[config.mk]
export PLATFORM = sky130hd
export DESIGN_NAME = weekly_alarm_next_and_trigger_top
export DESIGN_NICKNAME = d
export VERILOG_FILES = /design/src/design/wkalarm_pkg.sv /design/src/design/wkalarm_scan.sv /design/src/design/weekly_alarm_next_and_trigger_top.sv
export SDC_FILE = /design/constraint.sdc
export NUM_CORES = 1
export LEC_CHECK = 0
export BUFFER_PORTS_ARGS = -buffer_cell sky130_fd_sc_hd__buf_2
export CAP_MARGIN = 10
export CELL_PAD_IN_SITES_DETAIL_PLACEMENT = 0
export CELL_PAD_IN_SITES_GLOBAL_PLACEMENT = 1
export CORE_UTILIZATION = 25
export CTS_CLUSTER_DIAMETER = 100
export DETAILED_ROUTE_END_ITERATION = 8
export GPL_TIMING_DRIVEN = 0
export MAX_ROUTING_LAYER = met4
export PLACE_DENSITY = 0.5
export SYNTH_ARGS = -nofsm -noshare
export SYNTH_HDL_FRONTEND = slang
export SYNTH_SLANG_ARGS = --single-unit
export TNS_END_PERCENT = 10
[constraint.sdc]
create_clock -name clock -period 34.1 [get_ports clock]
set_input_delay 6.82 -clock clock [delete_from_list [all_inputs] [get_ports clock]]
set_output_delay 6.82 -clock clock [all_outputs]
set_load 0.01 [all_outputs]
[src/design/wkalarm_pkg.sv]
// ----------------------------------------------------------------------------
// wkalarm_pkg
// Shared types, constants and helpers for the weekly alarm unit.
// ----------------------------------------------------------------------------
`default_nettype none

package wkalarm_pkg;

   // Register file geometry.
   localparam int REG_COUNT         = 5;
   localparam int ALARM_SLOTS_DEF   = 5;
   localparam int ALARM_W           = 19;
   localparam int CSR_IDX_W         = 3;
   localparam int SLOT_W            = 3;
   localparam int DAY_W             = 3;

   // Time arithmetic: minutes of the week fit in 14 bits, distances in 15.
   localparam int TIME_W            = 14;
   localparam int DIST_W            = 15;
   localparam logic [TIME_W-1:0] MIN_PER_DAY  = 14'd1440;
   localparam logic [TIME_W-1:0] MIN_PER_HOUR = 14'd60;
   localparam logic signed [DIST_W:0] WEEK_WRAP = 16'sd10079;
   localparam logic [DIST_W-1:0] FAR_DIST     = 15'h7FFF;
   localparam logic [DAY_W-1:0]  LAST_DAY     = 3'd6;

   // Command codes.
   localparam logic [1:0] CMD_TICK      = 2'd0;
   localparam logic [1:0] CMD_RECOMPUTE = 2'd1;
   localparam logic [1:0] CMD_STOP      = 2'd2;

   typedef logic [REG_COUNT-1:0][ALARM_W-1:0] alarm_bank_type;

   typedef struct packed {
      logic [1:0] command;
      logic [4:0] hour_now;
      logic [5:0] minute_now;
      logic [5:0] second_now;
      logic [2:0] weekday_now;
   } req_type;

   typedef struct packed {
      logic       next_valid;
      logic [2:0] next_alarm;
      logic [2:0] next_weekday;
      logic       ringing;
      logic       ring_start;
   } rsp_type;

   // Result of one scan over the alarm/day pairs.
   typedef struct packed {
      logic              done;
      logic              found;
      logic [SLOT_W-1:0] index;
      logic [DAY_W-1:0]  day;
   } scan_res_type;

   typedef enum logic [1:0] {
      ST_IDLE,
      ST_EVAL,
      ST_SCAN,
      ST_FINISH
   } state_type;

   // Alarm register fields.
   function automatic logic [5:0] alarm_minute(input logic [ALARM_W-1:0] a);
      return a[5:0];
   endfunction

   function automatic logic [4:0] alarm_hour(input logic [ALARM_W-1:0] a);
      return a[10:6];
   endfunction

   function automatic logic [6:0] alarm_mask(input logic [ALARM_W-1:0] a);
      return a[17:11];
   endfunction

   function automatic logic alarm_enable(input logic [ALARM_W-1:0] a);
      return a[18];
   endfunction

   // Weekday bit test; weekday seven matches no bit.
   function automatic logic day_on(input logic [6:0] mask, input logic [DAY_W-1:0] day);
      logic [7:0] ext;
      ext = {1'b0, mask};
      return ext[day];
   endfunction

endpackage

`default_nettype wire

[src/design/wkalarm_scan.sv]
// ----------------------------------------------------------------------------
// wkalarm_scan
// Walks all alarm/day pairs, one per cycle, through a single distance unit
// and keeps the nearest one ahead of the current time.
// ----------------------------------------------------------------------------
`default_nettype none

module wkalarm_scan #(
   parameter int ALARM_SLOTS = wkalarm_pkg::ALARM_SLOTS_DEF
) (
   input  wire                            clock,
   input  wire                            reset,
   input  wire                            start,
   input  wire [4:0]                      hour_now,
   input  wire [5:0]                      minute_now,
   input  wire [2:0]                      weekday_now,
   input  wire wkalarm_pkg::alarm_bank_type alarm_regs,
   output wkalarm_pkg::scan_res_type      scan_res
);

   logic                                busy_ff, busy_in;
   logic                                done_ff, done_in;
   logic [wkalarm_pkg::SLOT_W-1:0]      slot_ff, slot_in;
   logic [wkalarm_pkg::DAY_W-1:0]       day_ff, day_in;
   logic [wkalarm_pkg::TIME_W-1:0]      now_ff, now_in;
   logic                                found_ff, found_in;
   logic [wkalarm_pkg::DIST_W-1:0]      best_dist_ff, best_dist_in;
   logic [wkalarm_pkg::SLOT_W-1:0]      best_slot_ff, best_slot_in;
   logic [wkalarm_pkg::DAY_W-1:0]       best_day_ff, best_day_in;

   logic [wkalarm_pkg::ALARM_W-1:0]     cur_alarm;
   logic [wkalarm_pkg::TIME_W-1:0]      at_time;
   logic signed [wkalarm_pkg::DIST_W:0] diff;
   logic signed [wkalarm_pkg::DIST_W:0] wrapped;
   logic [wkalarm_pkg::DIST_W-1:0]      pair_dist;
   logic                                cand;
   logic                                take;
   logic                                last_pair;

   // Shared distance unit: alarm minute-of-week minus now, wrapped once.
   always_comb begin
      cur_alarm = alarm_regs[slot_ff];
      at_time   = wkalarm_pkg::TIME_W'(
                     wkalarm_pkg::TIME_W'(day_ff) * wkalarm_pkg::MIN_PER_DAY
                   + wkalarm_pkg::TIME_W'(wkalarm_pkg::alarm_hour(cur_alarm))
                     * wkalarm_pkg::MIN_PER_HOUR
                   + wkalarm_pkg::TIME_W'(wkalarm_pkg::alarm_minute(cur_alarm)));
      diff      = signed'({2'b00, at_time}) - signed'({2'b00, now_ff});
      wrapped   = diff + wkalarm_pkg::WEEK_WRAP;
      if (diff >= 0) begin
         pair_dist = diff[wkalarm_pkg::DIST_W-1:0];
      end else if (wrapped >= 0) begin
         pair_dist = wrapped[wkalarm_pkg::DIST_W-1:0];
      end else begin
         pair_dist = wkalarm_pkg::FAR_DIST;
      end
      cand      = wkalarm_pkg::alarm_enable(cur_alarm)
               && wkalarm_pkg::day_on(wkalarm_pkg::alarm_mask(cur_alarm), day_ff);
      take      = cand && (!found_ff || (pair_dist < best_dist_ff));
      last_pair = (day_ff == '0) && (slot_ff == '0);
   end

   // Sequencer: highest slot first, day six down to day zero.
   always_comb begin
      busy_in      = busy_ff;
      done_in      = 1'b0;
      slot_in      = slot_ff;
      day_in       = day_ff;
      now_in       = now_ff;
      found_in     = found_ff;
      best_dist_in = best_dist_ff;
      best_slot_in = best_slot_ff;
      best_day_in  = best_day_ff;
      if (start) begin
         busy_in  = 1'b1;
         slot_in  = wkalarm_pkg::SLOT_W'(ALARM_SLOTS - 1);
         day_in   = wkalarm_pkg::LAST_DAY;
         found_in = 1'b0;
         now_in   = wkalarm_pkg::TIME_W'(
                       wkalarm_pkg::TIME_W'(weekday_now) * wkalarm_pkg::MIN_PER_DAY
                     + wkalarm_pkg::TIME_W'(hour_now) * wkalarm_pkg::MIN_PER_HOUR
                     + wkalarm_pkg::TIME_W'(minute_now) + 14'd1);
      end else if (busy_ff) begin
         if (take) begin
            found_in     = 1'b1;
            best_dist_in = pair_dist;
            best_slot_in = slot_ff;
            best_day_in  = day_ff;
         end
         if (last_pair) begin
            busy_in = 1'b0;
            done_in = 1'b1;
         end else if (day_ff == '0) begin
            slot_in = slot_ff - 3'd1;
            day_in  = wkalarm_pkg::LAST_DAY;
         end else begin
            day_in = day_ff - 3'd1;
         end
      end
   end

   // Control state.
   always_ff @(posedge clock) begin
      if (reset) begin
         busy_ff <= 1'b0;
         done_ff <= 1'b0;
      end else begin
         busy_ff <= busy_in;
         done_ff <= done_in;
      end
   end

   // Scan datapath.
   always_ff @(posedge clock) begin
      slot_ff      <= slot_in;
      day_ff       <= day_in;
      now_ff       <= now_in;
      found_ff     <= found_in;
      best_dist_ff <= best_dist_in;
      best_slot_ff <= best_slot_in;
      best_day_ff  <= best_day_in;
   end

   assign scan_res.done  = done_ff;
   assign scan_res.found = found_ff;
   assign scan_res.index = best_slot_ff;
   assign scan_res.day   = best_day_ff;

endmodule

`default_nettype wire

[src/design/weekly_alarm_next_and_trigger_top.sv]
// ----------------------------------------------------------------------------
// weekly_alarm_next_and_trigger_top
// Weekly alarm unit: finds the nearest coming alarm and raises the trigger
// when the current time reaches it.
// ----------------------------------------------------------------------------
//
//   Channel  Ports                       Direction  Handshake
//   req      req_valid/req_stall/req_data in         valid, stall
//   rsp      rsp_valid/rsp_stall/rsp_data out        valid, stall
//   csr      csr_we/csr_index/csr_wdata   in         write enable only
//
// A tick that needs no new search passes from evaluation straight to the finish step.
// A recompute or stop, or a tick whose alarm minute has passed, runs a new
// search first: the scan unit visits one alarm/day pair per cycle.
// Input is stalled while an item is in work.
// Reset is synchronous and clears the alarms, the pick and the trigger.
// A stalled result holds in the output register until its transfer.
// ----------------------------------------------------------------------------
`default_nettype none

module weekly_alarm_next_and_trigger_top #(
   parameter int ALARM_SLOTS = wkalarm_pkg::ALARM_SLOTS_DEF
) (
   input  wire                                   clock,
   input  wire                                   reset,
   input  wire                                   req_valid,
   output logic                                  req_stall,
   input  wire wkalarm_pkg::req_type             req_data,
   output logic                                  rsp_valid,
   input  wire                                   rsp_stall,
   output wkalarm_pkg::rsp_type                  rsp_data,
   input  wire                                   csr_we,
   input  wire [wkalarm_pkg::CSR_IDX_W-1:0]      csr_index,
   input  wire [wkalarm_pkg::ALARM_W-1:0]        csr_wdata
);

   wkalarm_pkg::state_type          state_ff, state_in;
   wkalarm_pkg::alarm_bank_type     alarm_ff;
   wkalarm_pkg::req_type            req_ff;
   wkalarm_pkg::rsp_type            rsp_ff, rsp_in;
   logic                            rsp_valid_ff, rsp_valid_in;
   logic [wkalarm_pkg::SLOT_W-1:0]  best_index_ff, best_index_in;
   logic                            best_valid_ff, best_valid_in;
   logic [wkalarm_pkg::DAY_W-1:0]   best_day_ff, best_day_in;
   logic                            triggered_ff, triggered_in;
   logic                            start_flag_ff, start_flag_in;

   wkalarm_pkg::scan_res_type       scan_res;
   logic                            req_xfer;
   logic                            rsp_free;
   logic                            scan_start;
   logic                            need_scan;
   logic [wkalarm_pkg::ALARM_W-1:0] pick_alarm;
   logic                            hit;
   logic                            trig_next;

   assign req_xfer = req_valid && !req_stall;
   assign rsp_free = !rsp_valid_ff || !rsp_stall;

   // Tick evaluation against the current pick, and whether a search follows.
   always_comb begin
      pick_alarm = alarm_ff[best_index_ff];
      hit        = best_valid_ff
                && wkalarm_pkg::day_on(wkalarm_pkg::alarm_mask(pick_alarm),
                                       req_ff.weekday_now)
                && (wkalarm_pkg::alarm_hour(pick_alarm) == req_ff.hour_now)
                && (wkalarm_pkg::alarm_minute(pick_alarm) == req_ff.minute_now);
      trig_next  = triggered_ff || (hit && (req_ff.second_now == 6'd0));
      case (req_ff.command)
         wkalarm_pkg::CMD_TICK:      need_scan = trig_next && !hit;
         wkalarm_pkg::CMD_RECOMPUTE: need_scan = 1'b1;
         wkalarm_pkg::CMD_STOP:      need_scan = 1'b1;
         default:                    need_scan = 1'b0;
      endcase
   end

   // Next state.
   always_comb begin
      state_in = state_ff;
      case (state_ff)
         wkalarm_pkg::ST_IDLE: begin
            if (req_xfer) begin
               state_in = wkalarm_pkg::ST_EVAL;
            end
         end
         wkalarm_pkg::ST_EVAL: begin
            state_in = need_scan ? wkalarm_pkg::ST_SCAN : wkalarm_pkg::ST_FINISH;
         end
         wkalarm_pkg::ST_SCAN: begin
            if (scan_res.done) begin
               state_in = wkalarm_pkg::ST_FINISH;
            end
         end
         wkalarm_pkg::ST_FINISH: begin
            if (rsp_free) begin
               state_in = wkalarm_pkg::ST_IDLE;
            end
         end
         default: state_in = wkalarm_pkg::ST_IDLE;
      endcase
   end

   // Outputs and state updates of each step.
   always_comb begin
      req_stall     = (state_ff != wkalarm_pkg::ST_IDLE);
      scan_start    = 1'b0;
      best_index_in = best_index_ff;
      best_valid_in = best_valid_ff;
      best_day_in   = best_day_ff;
      triggered_in  = triggered_ff;
      start_flag_in = start_flag_ff;
      rsp_in        = rsp_ff;
      rsp_valid_in  = rsp_valid_ff && rsp_stall;
      case (state_ff)
         wkalarm_pkg::ST_EVAL: begin
            scan_start    = need_scan;
            start_flag_in = 1'b0;
            case (req_ff.command)
               wkalarm_pkg::CMD_TICK: begin
                  triggered_in  = trig_next && hit;
                  start_flag_in = trig_next && hit && !triggered_ff;
               end
               wkalarm_pkg::CMD_STOP: begin
                  triggered_in = 1'b0;
               end
               default: begin
                  triggered_in = triggered_ff;
               end
            endcase
         end
         wkalarm_pkg::ST_SCAN: begin
            if (scan_res.done) begin
               best_valid_in = scan_res.found;
               best_index_in = scan_res.found ? scan_res.index : '0;
               best_day_in   = scan_res.found ? scan_res.day : best_day_ff;
            end
         end
         wkalarm_pkg::ST_FINISH: begin
            if (rsp_free) begin
               rsp_valid_in         = 1'b1;
               rsp_in.next_valid    = best_valid_ff;
               rsp_in.next_alarm    = best_valid_ff ? best_index_ff : '0;
               rsp_in.next_weekday  = best_valid_ff ? best_day_ff : '0;
               rsp_in.ringing       = triggered_ff;
               rsp_in.ring_start    = start_flag_ff;
            end
         end
         default: begin
            scan_start = 1'b0;
         end
      endcase
   end

   // Control state.
   always_ff @(posedge clock) begin
      if (reset) begin
         state_ff      <= wkalarm_pkg::ST_IDLE;
         rsp_valid_ff  <= 1'b0;
         best_index_ff <= '0;
         best_valid_ff <= 1'b0;
         best_day_ff   <= '0;
         triggered_ff  <= 1'b0;
         start_flag_ff <= 1'b0;
      end else begin
         state_ff      <= state_in;
         rsp_valid_ff  <= rsp_valid_in;
         best_index_ff <= best_index_in;
         best_valid_ff <= best_valid_in;
         best_day_ff   <= best_day_in;
         triggered_ff  <= triggered_in;
         start_flag_ff <= start_flag_in;
      end
   end

   // Alarm registers; writes beyond the last register are dropped.
   always_ff @(posedge clock) begin
      if (reset) begin
         alarm_ff <= '0;
      end else if (csr_we && (csr_index < wkalarm_pkg::CSR_IDX_W'(wkalarm_pkg::REG_COUNT))) begin
         alarm_ff[csr_index] <= csr_wdata;
      end
   end

   // Input capture and result register.
   always_ff @(posedge clock) begin
      if (req_xfer) begin
         req_ff <= req_data;
      end
      rsp_ff <= rsp_in;
   end

   wkalarm_scan #(
      .ALARM_SLOTS (ALARM_SLOTS)
   ) u_scan (
      .clock       (clock),
      .reset       (reset),
      .start       (scan_start),
      .hour_now    (req_ff.hour_now),
      .minute_now  (req_ff.minute_now),
      .weekday_now (req_ff.weekday_now),
      .alarm_regs  (alarm_ff),
      .scan_res    (scan_res)
   );

   assign rsp_valid = rsp_valid_ff;
   assign rsp_data  = rsp_ff;

   // A scan only completes while the sequencer waits for it.
   a_scan_done_in_scan: assert property (@(posedge clock) disable iff (reset)
      scan_res.done |-> (state_ff == wkalarm_pkg::ST_SCAN))
      else $error("scan completed outside of the scan state");

   // A ring start is only reported together with ringing.
   a_start_rings: assert property (@(posedge clock) disable iff (reset)
      (rsp_valid_ff && rsp_ff.ring_start) |-> rsp_ff.ringing)
      else $error("ring start reported without ringing");

   // The pick never names a slot outside the scanned range.
   a_pick_range: assert property (@(posedge clock) disable iff (reset)
      best_valid_ff |-> (best_index_ff <= wkalarm_pkg::SLOT_W'(ALARM_SLOTS - 1)))
      else $error("pick outside the scanned slots");

   // Without a pick the index reads zero.
   a_no_pick_zero: assert property (@(posedge clock) disable iff (reset)
      !best_valid_ff |-> (best_index_ff == '0))
      else $error("index not cleared without a pick");

   // An accepted item always enters evaluation next.
   a_accept_eval: assert property (@(posedge clock) disable iff (reset)
      req_xfer |=> (state_ff == wkalarm_pkg::ST_EVAL))
      else $error("accepted item did not enter evaluation");

endmodule

`default_nettype wire
# Yosys cells after proc, flatten, opt, wreduce, memory -nomap -nowiden

Cells that the tools add are included.

Bits in registers: 182
Input port bits: 49
Output and inout port bits: 11
Word-level logic and storage cells: 138

$add $sub $neg: 9
Multiply operators: 4
Magnitude comparators: 10
Equality and inequality tests: 10
Mux-type cells: 30
Bitwise logic cells: 3
Reduce and logical (&&, ||, !) cells: 41

Operators by type and width:

| cell                                                                    | number |
|---|---|
| 19-bit binary-select mux with 3-bit select                              | 2 |
| 95-bit bitwise mux                                                      | 1 |
| 19-bit demux with 3-bit select                                          | 1 |
| 19-bit two-way mux                                                      | 2 |
| 15-bit two-way mux                                                      | 2 |
| 14-bit by 11-bit adder with 14-bit output                               | 2 |
| 14-bit by 6-bit adder with 14-bit output                                | 2 |
| 3-bit by 4-bit < comparator with 1-bit output (second input constant)   | 5 |
| 3-bit by 6-bit multiplier with 9-bit output (second input constant)     | 2 |
| 5-bit by 4-bit multiplier with 9-bit output (second input constant)     | 2 |
| 18-bit two-way mux                                                      | 1 |
| 15-bit by 15-bit adder with 16-bit output (second input constant)       | 1 |
| 16-bit by 1-bit >= comparator with 1-bit output (second input constant) | 1 |
| 15-bit by 1-bit >= comparator with 1-bit output (second input constant) | 1 |
| 15-bit < comparator                                                     | 1 |
| 14-bit by 14-bit subtractor with 15-bit output                          | 1 |
| 14-bit by 1-bit adder with 14-bit output (second input constant)        | 1 |
| 1-bit logical AND                                                       | 14 |
| 3-bit AND reduction                                                     | 4 |
| 1-bit two-way mux                                                       | 11 |
| 2-bit AND reduction                                                     | 5 |
| 2-bit case mux with 4 select lines                                      | 1 |
| 1-bit binary-select mux with 3-bit select                               | 2 |
| 2-bit == test (second input constant)                                   | 3 |
| 20 further kinds                                                        | 39 |

# Logic depth before layout (Yosys ltp)

Gate-level depths: netlist (run 1).

Depth in word-level cells: 14
Mapped depth: 41

# Modules after synthesis

A second synthesis (run 1) with hierarchy kept.

Cells, all modules: 1,397
Area, all modules: 12,525.8 um^2

By module, submodules not included:

| module                            | times used | cells each | area an instance (um^2) | sequential area each (um^2) |
|---|---|---|---|---|
| wkalarm_scan                      | 1          | 726        | 6,462.4                 | 1,231.2 |
| weekly_alarm_next_and_trigger_top | 1          | 671        | 6,063.3                 | 3,072.9 |

# Worst setup path before layout (run 1)

Ideal clock, no wire load.

Path type: register to register
Start: reg u_scan.slot_ff[0] (netlist name)
End: reg u_scan.best_day_ff[0] (netlist name), enable pin
Library setup time: 0.432 ns
Arrival: 10.583 ns
Data required time: 33.668 ns
Setup slack: 23.085 ns
Cell stages (with the launch flop): 39
Period minus slack after synthesis: 11.015 ns
Cell sequence: dfxtp_1 > clkbuf_1 > buf_1 > clkbuf_1 > a21oi_1 > o21a_1 > fa_1 > inv_1 > fa_1 > fa_1 > fa_1 > ha_1 > nor2b_1 > o21ai_0 > a21boi_0 > o21ai_0 > a21boi_0 > o21ai_0 > [3 not listed] > inv_1 > nor3_1 > a31oi_1 > o311ai_0 > a311oi_2 > or4b_1 > buf_2 > a31o_1 > a22oi_1 > ha_1 > a21o_1 > a21o_1 > a21o_1 > a211oi_1 > o21ai_0 > a2111oi_0 > o31ai_1 > a211oi_1

Longest elaborated chain between the ends: 14
Elaborated cells between the ends (all ways): 18
Classes of those cells: add/sub: 4; mul: 1; order compare: 3; mux: 6; reduce/logical: 4

Ends and longest elaborated chain:

| item                                             | line                | text |
|---|---|---|
| start: declaration                               | wkalarm_scan.sv:23  | `logic [wkalarm_pkg::SLOT_W-1:0] slot_ff, slot_in;` |
| start signal: assignment                         | wkalarm_scan.sv:115 | `slot_ff <= slot_in;` |
| 19-bit binary-select mux with 3-bit select *     | wkalarm_scan.sv:42  | `cur_alarm = alarm_regs[slot_ff];` |
| 19-bit two-way mux (implied by the code) *       | wkalarm_scan.sv:42  |  |
| 5-bit by 4-bit multiplier with 9-bit output      | wkalarm_scan.sv:46  | `* wkalarm_pkg::MIN_PER_HOUR` |
| 14-bit by 11-bit adder with 14-bit output        | wkalarm_scan.sv:45  | `+ wkalarm_pkg::TIME_W'(wkalarm_pkg::alarm_hour(cur_alarm))` |
| 14-bit by 6-bit adder with 14-bit output *       | wkalarm_scan.sv:47  | `+ wkalarm_pkg::TIME_W'(wkalarm_pkg::alarm_minute(cur_alarm)));` |
| 14-bit by 14-bit subtractor with 15-bit output * | wkalarm_scan.sv:48  | `diff = signed'({2'b00, at_time}) - signed'({2'b00, now_ff});` |
| 15-bit by 15-bit adder with 16-bit output        | wkalarm_scan.sv:49  | `wrapped = diff + wkalarm_pkg::WEEK_WRAP;` |
| 16-bit by 1-bit >= comparator with 1-bit output  | wkalarm_scan.sv:52  | `end else if (wrapped >= 0) begin` |
| 15-bit two-way mux                               | wkalarm_scan.sv:52  |  |
| 15-bit two-way mux *                             | wkalarm_scan.sv:50  | `if (diff >= 0) begin` |
| net u_scan.pair_dist (one bit)                   | wkalarm_scan.sv:35  | `logic [wkalarm_pkg::DIST_W-1:0] pair_dist;` |
| 15-bit < comparator *                            | wkalarm_scan.sv:59  | `take = cand && (!found_ff \|\| (pair_dist < best_dist_ff));` |
| 1-bit logical OR *                               | wkalarm_scan.sv:59  |  |
| 1-bit logical AND *                              | wkalarm_scan.sv:59  |  |
| 3-bit AND reduction (no source line) *           | -                   |  |
| end signal: assignment                           | wkalarm_scan.sv:121 | `best_day_ff <= best_day_in;` |
| end: declaration                                 | wkalarm_scan.sv:29  | `logic [wkalarm_pkg::DAY_W-1:0] best_day_ff, best_day_in;` |

Mark *: on every way through the listed nets, which the timed path passes. The rest lies on a longest branch. The select of a mux whose other input is x is not followed.
A chain may end at the register's enable or synchronous reset.

# Worst setup path after layout (run 1)

Start: reg u_scan.slot_ff[0] (netlist name)
End: reg u_scan.best_dist_ff[7] (netlist name), enable pin

Longest elaborated chain between the ends: 14
Elaborated cells between the ends (all ways): 18
Classes of those cells: add/sub: 4; mul: 1; order compare: 3; mux: 6; reduce/logical: 4

Ends and longest elaborated chain:

| item                                             | line                | text |
|---|---|---|
| 19-bit binary-select mux with 3-bit select *     | wkalarm_scan.sv:42  |  |
| 19-bit two-way mux (implied by the code) *       | wkalarm_scan.sv:42  |  |
| 5-bit by 4-bit multiplier with 9-bit output      | wkalarm_scan.sv:46  |  |
| 14-bit by 11-bit adder with 14-bit output        | wkalarm_scan.sv:45  |  |
| 14-bit by 6-bit adder with 14-bit output *       | wkalarm_scan.sv:47  |  |
| 14-bit by 14-bit subtractor with 15-bit output * | wkalarm_scan.sv:48  |  |
| 15-bit by 15-bit adder with 16-bit output        | wkalarm_scan.sv:49  |  |
| 16-bit by 1-bit >= comparator with 1-bit output  | wkalarm_scan.sv:52  |  |
| 15-bit two-way mux                               | wkalarm_scan.sv:52  |  |
| 15-bit two-way mux *                             | wkalarm_scan.sv:50  |  |
| net u_scan.pair_dist (one bit)                   | wkalarm_scan.sv:35  |  |
| 15-bit < comparator *                            | wkalarm_scan.sv:59  |  |
| 1-bit logical OR *                               | wkalarm_scan.sv:59  |  |
| 1-bit logical AND *                              | wkalarm_scan.sv:59  |  |
| 3-bit AND reduction (no source line) *           | -                   |  |
| end signal: assignment                           | wkalarm_scan.sv:119 | `best_dist_ff <= best_dist_in;` |
| end: declaration                                 | wkalarm_scan.sv:27  | `logic [wkalarm_pkg::DIST_W-1:0] best_dist_ff, best_dist_in;` |

Marks and branches as above.

==> out/results.ini, run 1 <==
[run_status]
status=finished with violations
violations=design-rule violations

[timing]
skew_ns=0.0185
hold_violations=0
fmax_mhz=79.1
setup-violations-final=0
whs_ns=0.453
rsz0062_at_grt=false
fin_tns_setup_ns=0
maxSlewViolCount=0
slew_headroom=0.415
tightest_slew_ns=0.866
min_period_ns=12.64
min_period_over_period=0.371

[synth]
yosysTopAreaCellShare=0.194
syn-cell-area_um2=12000
syn_avg_cell_area_um2=9.18
synth_seq_cells=182
yosys_warnings=0
synth_area_leaders=dfxtp_1, edfxtp_1, ha_1, nand2_1, a21oi_1
synth-edff-count=66
ys.flop_type=dfxtp_1
postSynthCellCount=1304
synth_nets=1488
synth_cell_types=81
yosysTopAreaCell=dfxtp_1
ys_seq_area_frac=0.360
yosysMostFrequentCell=nand2_1
async_flop_share=0
yosys-top-cells-count=nand2_1, a21oi_1, dfxtp_1, ha_1, inv_1

[place]
portBuffers=56
hpwl_um=28400
place_congestion=0.783

[global_routing]
grt_pass1_wl_um=54900
track_usage=0.158
grt_pass1_vias=9199
grt_overflow=0
antenna_found_initial=0
grt_max_degree=23

[critical_path]
critPathRequiredTime_ns=34.30
cp_slowest_stage_delay_ns=0.74
reg2reg_setup_slack_ns=21.46
crit_fanout=11
worstPathArrival_ns=12.84
critPathKind=reg -> reg
crit_slowest_cell=o311ai_0
worstSetupEndpointType=flop
critPathLaunchType=flop

[die]
start_util=0.255
die_h_um=221
io-pin-count=60
core_um2=46900
die_area_um2=48700
dieWidth_um=221
num_rows=79

[clock_tree]
cts_tree=yes
path_clk_slew_ns=0.07
cts_inserted_buffers=17
postCtsSetupRepairBufs=0
clock_latency_ns=0.49
postCtsHoldBufs=0
post_cts_resized=0
cts_buffer_depth=2
cts_sinks=182
htreeDepth=4
cts_root_buf=clkbuf_16

[detailed_routing]
drcViolationCount=1
wl_per_cell_um=17.7
vias_per_cell=4.70
route.vias.total=9420
drt_iter0_drc=453
dr.pass1.iters=7
routed_wl_um=35600
drtAntennaViolNets=0

[hold_path]
min_path_type=reg -> reg

[finish]
n_fill_cell=5036
fin_util=0.292
drive_gt1_frac=0.109
fin_nets=1569
area_growth_pct=14.5
antenna_cells=0

[run]
maxCapViolCount=0

==> placed cells by master (no fill, tap or decap), types with 9 or more instances in the layout <==
cell	count
and2_1	9
fa_1	20
nor2b_1	12
nor3_1	16
ha_1	115
inv_1	108
a21o_1	17
edfxtp_1	66
nand2_1	227
dfxtp_1	116
mux2_2	11
nor2_1	48
o22ai_1	11
a31oi_1	12
o21ai_0	35
nand3_1	18
o21bai_1	9
nand4_1	9
clkbuf_1	43
mux2i_1	41
xor2_1	15
nand2b_1	10
clkbuf_16	18
xnor2_1	40
a21oi_1	145
mux4_2	21
buf_2	63
==> flip-flops by register name, summed over array words and instances (netlist names), 2 cells and up <==
register	cells
u_scan.slot_ff	3
u_scan.best_slot_ff	3
u_scan.best_dist_ff	15
best_index_ff	3
u_scan.best_day_ff	3
req_ff	22
best_day_ff	3
u_scan.day_ff	3
rsp_data	9
u_scan.now_ff	14
alarm_ff	95
state_ff	2
==> kinds of logic after synthesis <==
kind of cell / after synthesis / synth area share
AO/OA/AOI/OAI: 316 / 0.167
AND/OR/NAND/NOR: 386 / 0.145
multiplexers: 73 / 0.0842
adder cells (fa/ha/maj): 135 / 0.154
buffers and inverters: 157 / 0.0505
flip-flops: 182 / 0.360
XOR/XNOR: 55 / 0.0403
==> worst max-delay path: cells and delay by family (launching register included) <==
family,cells,cell delay (ns)
and+or+nand+nor,5,0.92
AOI/OAI and AO/OA,21,5.78
buffers and inverters,7,2.39
DFF,1,0.34
adders and majority gates,7,2.90
==> layer usage <==
layer,part of all wire,up-vias,global-route usage
met5,0,-,-
met4,0.024,0,0.0578
met3,0.025,32,0.0278
met2,0.47,101,0.250
met1,0.48,4494,0.199
li1,-,4793,-
==> per-stage QoR <==
stage	setup WS [ns]	cell area, um^2	instances
floorplan	23.08	12000	1304
global placement	19.58	13000	1967
detailed placement	21.41	13100	1971
CTS	21.44	13600	2003
global route	20.76	13700	2005
finish	21.46	13700	2005
==> final cells by class <==
class | instances | area (um^2) | area share
buffer | 49 | 199 | 0.0145
clock buffer | 26 | 520 | 0.0380
clock inverter | 6 | 65.1 | 0.00475
inverter | 108 | 405 | 0.0296
multi-input combinational | 965 | 7070 | 0.516
sequential | 182 | 4300 | 0.314
tap | 607 | 759 | 0.0554
timing repair buffer | 62 | 370 | 0.0270
==> path summary, 6_finish.rpt <==
kind	from	endpoint	depth (start not counted)
max	u_scan.slot_ff[0]	u_scan.best_dist_ff[7]	40
min	u_scan.slot_ff[0]	u_scan.best_slot_ff[0]	0
max reg2reg	u_scan.slot_ff[0]	u_scan.best_dist_ff[7]	40
min reg2reg	u_scan.slot_ff[0]	u_scan.best_slot_ff[0]	0
Power of run 1 is not shown: default switching activity piles up to over one toggle a cycle in this logic, so the estimate is an artifact.
==> inputs of run 2 (changes only) <==
clock period = 12 ns   (was 34.1 ns; I/O delays follow)
==> run 2 against run 1 <==
The run still ends with design-rule violations left. Maximum frequency increased by 13%. Die area did not move. Worst setup slack worse by 21 ns. Final area about the same. Core utilization barely moved. First-iteration DRC count rose by 4.6%.
==> out/results.ini, run 2 (synthesis results as in run 1) <==
[run]
maxCapViolCount=0

[timing]
fmax_mhz=89.3
skew_ns=0.0181
hold_violations=0
min_period_over_period=0.933
tightest_slew_ns=1.18
maxSlewViolCount=0
min_period_ns=11.20
rsz0062_at_grt=false
slew_headroom=0.215
fin_ws_ns=0.801
setup-violations-final=0

[run_status]
status=finished with violations
violations=design-rule violations

[finish]
drive_gt1_frac=0.113
antenna_cells=0
final_common_cell=nand2_1
area_growth_pct=14.5
final_cell_mix=nand2_1, a21oi_1, dfxtp_1, ha_1, inv_1
largest_reg_flops=95
top_regs=alarm_ff (95), req_ff (22), u_scan.best_dist_ff (15)
n_fill_cell=5037
top_register=alarm_ff
fin_nets=1568

[die]
core_um2=46900
num_rows=79
die_h_um=221
dieWidth_um=221
start_util=0.255
die_area_um2=48700
io-pin-count=60

[detailed_routing]
vias_per_cell=4.70
drtAntennaViolNets=0
drcViolationCount=1
dr.pass1.iters=7
routed_wl_um=35500
drt_iter0_drc=474
wl_per_cell_um=17.7
route.vias.total=9420

[clock_tree]
path_clk_slew_ns=0.07
cts_inserted_buffers=17
cts_sinks=182
htreeDepth=4
postCtsHoldBufs=0
clock_latency_ns=0.49
cts_buffer_depth=2
cts_root_buf=clkbuf_16
cts_tree=yes

[global_routing]
track_usage=0.158
antenna_found_initial=0
grt_overflow=0
grt_max_degree=23
grt_pass1_vias=9199
grt_pass1_wl_um=54900

[place]
place_congestion=0.783
place_ws_ns=-0.692
hpwl_um=28400
portBuffers=56

[critical_path]
critPathKind=reg -> reg
cp_slowest_stage_delay_ns=0.52
worstPathArrival_ns=11.40
critPathLaunchType=flop
reg2reg_setup_slack_ns=0.80
crit_fanout=11
r2r_end=u_scan.best_dist_ff[7]
crit_slowest_cell=fa_1
startpoint=u_scan.slot_ff[1]
critPathRequiredTime_ns=12.20
r2r-start=u_scan.slot_ff[1]
rr_worst_depth=40
worstSetupEndpointType=flop
crit_path_end=u_scan.best_dist_ff[7]

[hold_path]
min_path_type=reg -> reg

[run 2: routing by layer]
layer / up-vias / track usage / share of wire
met4: 0 / 0.0578 / 0.024
met2: 94 / 0.251 / 0.47
met5: - / - / 0
met1: 4503 / 0.199 / 0.48
li1: 4791 / - / -
met3: 32 / 0.0278 / 0.026
[run 2: critical path: cells and delay by family (launching register included)]
kind	cells	cell delay (ns)
AOI/OAI and AO/OA	21	5.07
buffers and inverters	6	1.43
and+or+nand+nor	5	0.85
muxes	1	0.23
DFF	1	0.49
adders and majority gates	7	2.84
[run 2: worst min path at each step]
stage,startpoint,endpoint,slack [ns],cells past startpoint
3_5_place_dp,u_scan.slot_ff[0],u_scan.best_slot_ff[0],0.43,0
2_1_floorplan,u_scan.slot_ff[0],u_scan.best_slot_ff[0],0.41,0
5_1_grt,start_flag_ff,rsp_data[0],0.47,0
4_1_cts,u_scan.slot_ff[0],u_scan.best_slot_ff[0],0.45,0
3_3_place_gp,u_scan.slot_ff[0],u_scan.best_slot_ff[0],0.42,0
6_report,u_scan.slot_ff[2],u_scan.best_slot_ff[2],0.45,0
[run 2: cell type report]
cell class                      instances  area (um^2)  share of cell area
Clock inverter                          6         65.1             0.00475
Clock buffer                           26          520              0.0380
Sequential cell                       182         4300               0.314
Timing Repair Buffer                   63          370              0.0270
Tap cell                              607          759              0.0554
Buffer                                 47          201              0.0147
Multi-Input combinational cell        965         7080               0.517
Inverter                              108          405              0.0296
[run 2: stage by stage]
step / std cells / cell area (um^2) / TNS (ns) / hold WS (ns) / util
after floorplan: 1304 / 12000 / 0 / 0.406 / -
after global placement: 1967 / 13000 / -52.83 / 0.419 / 0.278
after detailed placement: 1971 / 13100 / -12.95 / 0.434 / 0.279
after CTS: 2004 / 13700 / 0 / 0.450 / 0.292
after global routing: 2004 / 13700 / 0 / 0.472 / 0.293
final: 2004 / 13700 / 0 / 0.454 / 0.293
[run 2: repair_timing]
| action | 4_1_cts | 5_1_grt |
|---|---|---|
| setup endpoints to repair | 21 | 21 |
| pin swaps | 1 | 1 |
| gates cloned | 0 | 0 |
| buffers inserted | 1 | 1 |
| gates resized for setup | 4 | 2 |
Power of run 2 is left out for the same reason.
